### src/dcwf_pkg.sv
// ----------------------------------------------------------------------------
// dcwf_pkg
// Shared constants, types and helpers for the DNA complex wavelet FIR.
// ----------------------------------------------------------------------------
`default_nettype none

package dcwf_pkg;

  // Sizing
  localparam int MAX_TAPS = 256;
  localparam int COEF_W   = 16;
  localparam int IDX_W    = (MAX_TAPS > 1) ? $clog2(MAX_TAPS) : 1;
  localparam int TAP_W    = $clog2(MAX_TAPS + 1);
  localparam int CFG_W    = 9;
  localparam int BASE_W   = 8;
  localparam int CIDX_W   = 8;
  localparam int FIELD_W  = 16;
  localparam int OUT_W    = 26;
  localparam int CODE_W   = 3;
  // One term is at most 2^COEF_W in magnitude
  localparam int TERM_W   = COEF_W + 2;
  localparam int ACC_W    = COEF_W + $clog2(MAX_TAPS) + 2;
  localparam int SUM_W    = (ACC_W > OUT_W) ? ACC_W : OUT_W;

  // Saturation bounds of the result, at accumulator width
  localparam logic signed [SUM_W-1:0] SAT_HI =
    {{(SUM_W-OUT_W+1){1'b0}}, {(OUT_W-1){1'b1}}};
  localparam logic signed [SUM_W-1:0] SAT_LO =
    {{(SUM_W-OUT_W+1){1'b1}}, {(OUT_W-1){1'b0}}};

  // Command codes
  typedef enum logic [1:0] {
    CMD_LOAD  = 2'd0,
    CMD_PUSH  = 2'd1,
    CMD_PAD   = 2'd2,
    CMD_CLEAR = 2'd3
  } cmd_e;

  // Base characters
  localparam logic [BASE_W-1:0] CHAR_UA = 8'h41;
  localparam logic [BASE_W-1:0] CHAR_LA = 8'h61;
  localparam logic [BASE_W-1:0] CHAR_UT = 8'h54;
  localparam logic [BASE_W-1:0] CHAR_LT = 8'h74;
  localparam logic [BASE_W-1:0] CHAR_UG = 8'h47;
  localparam logic [BASE_W-1:0] CHAR_LG = 8'h67;
  localparam logic [BASE_W-1:0] CHAR_UC = 8'h43;
  localparam logic [BASE_W-1:0] CHAR_LC = 8'h63;

  // Sample codes: bit 2 nonzero, bit 1 real negative, bit 0 imag negative
  localparam logic [CODE_W-1:0] CODE_ZERO = 3'b000;
  localparam logic [CODE_W-1:0] CODE_A    = 3'b100;
  localparam logic [CODE_W-1:0] CODE_T    = 3'b101;
  localparam logic [CODE_W-1:0] CODE_G    = 3'b110;
  localparam logic [CODE_W-1:0] CODE_C    = 3'b111;

  // Broadcast control from the sequencer to every cell
  typedef struct packed {
    logic                     push;
    logic                     clear;
    logic                     load;
    logic [IDX_W-1:0]         load_idx;
    logic signed [COEF_W-1:0] coef_re;
    logic signed [COEF_W-1:0] coef_im;
    logic                     acc_clr;
    logic                     shift;
    logic [TAP_W-1:0]         taps;
  } cell_ctrl_t;

  // Map a raw base character to its sample code
  function automatic logic [CODE_W-1:0] base_code(input logic [BASE_W-1:0] b);
    logic [CODE_W-1:0] c;
    c = CODE_ZERO;
    if (b == CHAR_UA || b == CHAR_LA) c = CODE_A;
    if (b == CHAR_UT || b == CHAR_LT) c = CODE_T;
    if (b == CHAR_UG || b == CHAR_LG) c = CODE_G;
    if (b == CHAR_UC || b == CHAR_LC) c = CODE_C;
    return c;
  endfunction

  // Keep the low COEF_W bits of the sign-extended field
  function automatic logic signed [COEF_W-1:0] coef_trim(
    input logic signed [FIELD_W-1:0] f
  );
    logic signed [31:0] ext;
    ext = 32'(f);
    return ext[COEF_W-1:0];
  endfunction

  // Clamp the accumulator to the signed result range
  function automatic logic signed [OUT_W-1:0] sat_out(
    input logic signed [SUM_W-1:0] v
  );
    logic signed [SUM_W-1:0] r;
    r = v;
    if (v > SAT_HI) r = SAT_HI;
    if (v < SAT_LO) r = SAT_LO;
    return r[OUT_W-1:0];
  endfunction

endpackage

`default_nettype wire

### src/dcwf_cell.sv
// ----------------------------------------------------------------------------
// dcwf_cell
// One tap of the filter chain: a history sample, a complex coefficient and
// a pair of partial sums that move one cell toward tap 0 per sweep step.
// ----------------------------------------------------------------------------
`default_nettype none

module dcwf_cell (
  input  wire logic                                  clk_i,
  input  wire logic                                  rst_ni,
  input  wire dcwf_pkg::cell_ctrl_t                  ctrl_i,
  input  wire logic [dcwf_pkg::IDX_W-1:0]            cell_idx_i,
  input  wire logic [dcwf_pkg::CODE_W-1:0]           hist_i,
  output logic      [dcwf_pkg::CODE_W-1:0]           hist_o,
  input  wire logic signed [dcwf_pkg::SUM_W-1:0]     acc_re_i,
  input  wire logic signed [dcwf_pkg::SUM_W-1:0]     acc_im_i,
  output logic      signed [dcwf_pkg::SUM_W-1:0]     acc_re_o,
  output logic      signed [dcwf_pkg::SUM_W-1:0]     acc_im_o
);

  logic [dcwf_pkg::CODE_W-1:0]          hist_q;
  logic signed [dcwf_pkg::COEF_W-1:0]   coef_re_q, coef_im_q;
  logic signed [dcwf_pkg::SUM_W-1:0]    acc_re_q, acc_im_q;
  logic signed [dcwf_pkg::TERM_W-1:0]   wr_x, wi_x, xr_wr, xr_wi, xi_wr, xi_wi;
  logic signed [dcwf_pkg::TERM_W-1:0]   term_re, term_im;
  logic                                 tap_on;

  // History sample and coefficient
  always_ff @(posedge clk_i or negedge rst_ni) begin
    if (!rst_ni) begin
      hist_q    <= dcwf_pkg::CODE_ZERO;
      coef_re_q <= '0;
      coef_im_q <= '0;
    end else begin
      if (ctrl_i.clear) begin
        hist_q <= dcwf_pkg::CODE_ZERO;
      end else if (ctrl_i.push) begin
        hist_q <= hist_i;
      end
      if (ctrl_i.load && (ctrl_i.load_idx == cell_idx_i)) begin
        coef_re_q <= ctrl_i.coef_re;
        coef_im_q <= ctrl_i.coef_im;
      end
    end
  end

  // Complex product of a sample with +/-1 parts and the coefficient
  always_comb begin
    wr_x    = dcwf_pkg::TERM_W'(coef_re_q);
    wi_x    = dcwf_pkg::TERM_W'(coef_im_q);
    xr_wr   = hist_q[1] ? -wr_x : wr_x;
    xr_wi   = hist_q[1] ? -wi_x : wi_x;
    xi_wr   = hist_q[0] ? -wr_x : wr_x;
    xi_wi   = hist_q[0] ? -wi_x : wi_x;
    tap_on  = hist_q[2] && (dcwf_pkg::TAP_W'(cell_idx_i) < ctrl_i.taps);
    term_re = tap_on ? (xr_wr - xi_wi) : '0;
    term_im = tap_on ? (xr_wi + xi_wr) : '0;
  end

  // Partial sums: cleared at the start of a sweep, then passed down the chain
  always_ff @(posedge clk_i) begin
    if (ctrl_i.acc_clr) begin
      acc_re_q <= '0;
      acc_im_q <= '0;
    end else if (ctrl_i.shift) begin
      acc_re_q <= acc_re_i + dcwf_pkg::SUM_W'(term_re);
      acc_im_q <= acc_im_i + dcwf_pkg::SUM_W'(term_im);
    end
  end

  assign hist_o   = hist_q;
  assign acc_re_o = acc_re_q;
  assign acc_im_o = acc_im_q;

endmodule

`default_nettype wire

### config.mk
export PLATFORM = sky130hd
export DESIGN_NAME = dcwf_cell
export DESIGN_NICKNAME = d
export VERILOG_FILES = /design/src/dcwf_pkg.sv /design/src/dcwf_cell.sv
export SDC_FILE = /design/constraint.sdc
export NUM_CORES = 1
export LEC_CHECK = 0
export BUFFER_PORTS_ARGS = -buffer_cell sky130_fd_sc_hd__buf_4
export CELL_PAD_IN_SITES_DETAIL_PLACEMENT = 2
export CELL_PAD_IN_SITES_GLOBAL_PLACEMENT = 2
export CORE_AREA = 2 2 163 165
export CTS_CLUSTER_SIZE = 12
export DETAILED_ROUTE_END_ITERATION = 6
export DIE_AREA = 0 0 165 167
export PLACE_DENSITY = 0.77
export SYNTH_ARGS = -nofsm -noshare
export SYNTH_HDL_FRONTEND = slang
export SYNTH_SLANG_ARGS = --single-unit
### constraint.sdc
create_clock -name clk_i -period 7.1 [get_ports clk_i]
set_input_delay 0.355 -clock clk_i [delete_from_list [all_inputs] [get_ports clk_i]]
set_output_delay 0.355 -clock clk_i [all_outputs]
set_load 0.02 [all_outputs]
==> results list <==
* Total grt overflow: 0
- Min Tclk post-route: 6.53 ns
- Critical path required time: roughly 7.4 ns
* Leading cell types in the layout, fill and taps excluded: 178 x buf_4, 111 x nor2_1, 95 x nand2_1, 93 x ha_1, 85 x xnor2_1
- Initial drt markers: 239
* Slew Limit Headroom: 38.0%
* Setup-violating endpoint count in the final report: 0
- At the pin with the least slew margin, the transition time is 0.931 ns.
- Max H-tree Level: 3
* Boundary Pins: approximately 170
- Filler Cells Inserted: 2,974
* Clock sink count: 87
- Summed over all cells, the static leakage comes to 5.06 nW.
* Root buffer cell: clkbuf_16
- The largest single stage delay on the critical path is 0.44 ns.
- Synthesis-to-layout area growth: 22.9%
- Routed len/inst: 18.1 microns
* Flop and latch count out of synthesis: 87
* Routability congestion estimate: around 0.83
- Worst-case clock buffer depth: 2
- CTS tree: built
- Layout cells sized above 1: 20.2%
* Category of the worst setup path launch point: register
- Initial Util: 32.6%
- Average cell area after synthesis: between 8 and 9 sq um
* Max VDD drop: 0.000115 V
- Power per standard cell area: 196 mW/mm^2
- X dimension of the die: 165 microns
- Summed negative setup slack over all endpoints: 0 ns
* Multi-input logic area: 0.00621 sq mm
- Sum of internal, switching and leakage power: around 2.0 mW
* Async SR Flop Fraction: 40.2%
* Hold/Removal Path Class: input port to register
* Fmax achieved: 153 MHz
- Number of warnings printed during yosys synthesis: 0
- Number of distinct library cell variants in the gate-level netlist after synthesis: 58
- Share of synthesized area occupied by flip-flops and latches: between 20 and 25%
- Global Route Usage Sum: approximately a fifth
- The number of antenna diodes in the final layout is 0.
- The first global-routing pass estimated around 44,000 microns of wire.
* Element type at the critical path end: register
- The via count of the first global-routing pass came to 8,561.
* Unrepaired setup endpoints after global routing: false
- ANT nets after route: 0
- Setup Skew: 0.0112 ns
- Total area of sequential cells: 0.00192 sq mm
- Maximum fanout encountered on the critical timing path: 9
- For this run, the leading register cell type out of synthesis is dfxtp_1.
- Vert. Die Dim: 167 microns
- CTS Buf Count: 9
- Dividing the final minimum period by the clock period gives 92.0%.
- Remaining routing DRC violations: 0
- The floorplan step defined a die boundary enclosing about 0.028 sq mm.
- Initial antenna violation count: 0
* Arrival time of the worst setup path: 6.80 ns
* Type of the setup path with the least slack: register to register
- After floorplanning, the core was sized to cover 0.0258 sq mm.
- The number of buffers and inverters on the critical path is 1.
- The first detailed-routing pass ran for 4 iterations.
- The tool flagged a number of max-cap violations equal to 0.
- Standard cell with the maximum stage delay on the critical path: dfrtp_1
- The net count of the finished layout is 1,390.
- The flow ran to the end, and the final reports show no timing, DRC or antenna violations.
- Entering global routing, the biggest net connects 71 pins.
* Clock transition at the register clock pins on the worst setup and hold paths after CTS: 0.07 ns
- Wires add up to 27,300 microns.
- Most common library cell in the layout ignoring fill and taps: buf_4
* Vias after detailed routing: 7,885
- The clock reaches the later pin of the worst-skew pair after 0.36 ns.
* EDFF count, synth: 0
* Num rows: 59
- Total nets after synthesis: 1,236
- Using the TritonRoute via totals, the vias-per-cell ratio works out to around 5.2.
* Count of buffers inserted at the top-level ports: 173
* Total half-perimeter wirelength after legalization and detailed placement: approximately 22,000 microns
- After technology mapping, the gate count stands at between 1k and 1.5k.
* Area of the mapped netlist: 0.00840 sq mm
* Family of cells with the greatest summed delay on the critical path: simple AND/OR/NAND/NOR gates
* Max-slew violation count: 0
- Most numerous cell on the critical path: or3_1
- The hold violation total from the final report is 0.
==> repair_timing <==
item | CTS | global route
setup endpoints to repair | 0 | 1
resized for setup | 0 | 1
hold endpoints to repair | 35 | 0
setup buffers | 0 | 0
hold buffers | 1 | 0
==> per-layer routing <==
layer / vias up / track usage [%] / part of all wire [%]
li1: 3905 / - / -
met1: 3846 / 27.6 / 49
met2: 124 / 34.1 / 48
met3: 10 / 2.24 / 2.7
met4: 0 / 3.40 / 0.75
met5: - / 0 / 0
==> cells in the mapped netlist, types with 3 or more instances <==
master	count	area [sq um]
nor3_1	17	85.1
or4b_2	3	30.0
nor2b_1	11	68.8
a21o_1	35	263
a31oi_1	10	62.6
or3_1	15	93.8
a21boi_0	4	30.0
xnor2_1	85	744
a211oi_1	14	105
ha_1	93	1160
o21ai_0	53	265
inv_1	40	150
buf_1	6	22.5
o211ai_1	7	52.6
nor2_1	112	420
buf_2	4	20.0
o31ai_1	4	30.0
nand4_1	7	43.8
mux2i_1	41	410
clkbuf_1	25	93.8
nand2b_1	25	156
nand2_1	95	357
dfrtp_1	35	876
nand3_1	12	60.1
nor4_1	4	25.0
xor2_1	48	420
or2_2	3	18.8
nor3b_1	5	37.5
o21bai_1	11	82.6
a21oi_1	47	235
nand3b_1	4	30.0
o22ai_1	4	25.0
mux2_2	31	349
dfxtp_1	52	1040
a211o_1	6	52.6
fa_1	4	80.1
and3_1	5	31.3
o311ai_0	3	26.3
o21a_1	9	67.6
a41oi_1	4	35.0
==> metrics by stage <==
step           area (sq um)  std cells  hold slack (ns)  setup slack (ns)  utilization, %
2_1_floorplan          8400       1020           0.0594              1.30               -
3_3_place_gp          10000       1497            0.332             0.610            38.9
3_5_place_dp          10000       1497            0.334             0.318            38.9
4_1_cts               10300       1513            0.158             0.248            40.1
5_1_grt               10300       1513            0.160            0.0764            40.1
6_report              10300       1513            0.170             0.568            40.1
==> final timing paths <==
check	depth (start not counted)	slack (ns)	startpoint	endpoint
hold reg to reg	2	0.46	acc_im_o[24]	acc_im_o[24]
setup / recovery	27	0.57	coef_im_q[0]	acc_re_o[25]
min in group asynchronous	2	0.49	rst_ni	coef_im_q[14]
setup reg to reg	27	0.57	coef_im_q[0]	acc_re_o[25]
hold / removal	2	0.17	ctrl_i[52]	hist_o[1]
max in group asynchronous	2	6.27	rst_ni	hist_o[2]
==> layout make-up <==
class,count,area share [%]
Timing Repair Buffer,179,13.0
Inverter,40,1.45
Sequential cell,87,18.6
Clock buffer,10,2.22
Multi-Input combinational cell,857,60.1
Tap cell,335,4.06
Clock inverter,5,0.545
==> cells by family (layout without fill, tap and decap cells) <==
family / Yosys count / in the layout / synth area share [%]
mux: 72 / 72 / 9.04
xor+xnor: 133 / 133 / 13.9
simple gates: 329 / 329 / 18.5
buf+inv: 76 / 234 / 3.47
flops: 87 / 87 / 22.8
fa+ha+maj: 97 / 97 / 14.8
compound gates: 226 / 226 / 17.6
==> flip-flops by register name, summed over array words and instances, names as in the netlist <==
name       cells
acc_re_o      26
coef_re_q     16
hist_o         3
acc_im_o      26
coef_im_q     16
==> report_power, final <==
group / total (mW) / switching, mW / internal (mW)
clock network: 0.489 / 0.217 / 0.273
logic: 0.944 / 0.523 / 0.421
registers: 0.592 / 0.0533 / 0.538
total: 2.02 / 0.793 / 1.23
Note: power is estimated with default switching activity, not from simulation.
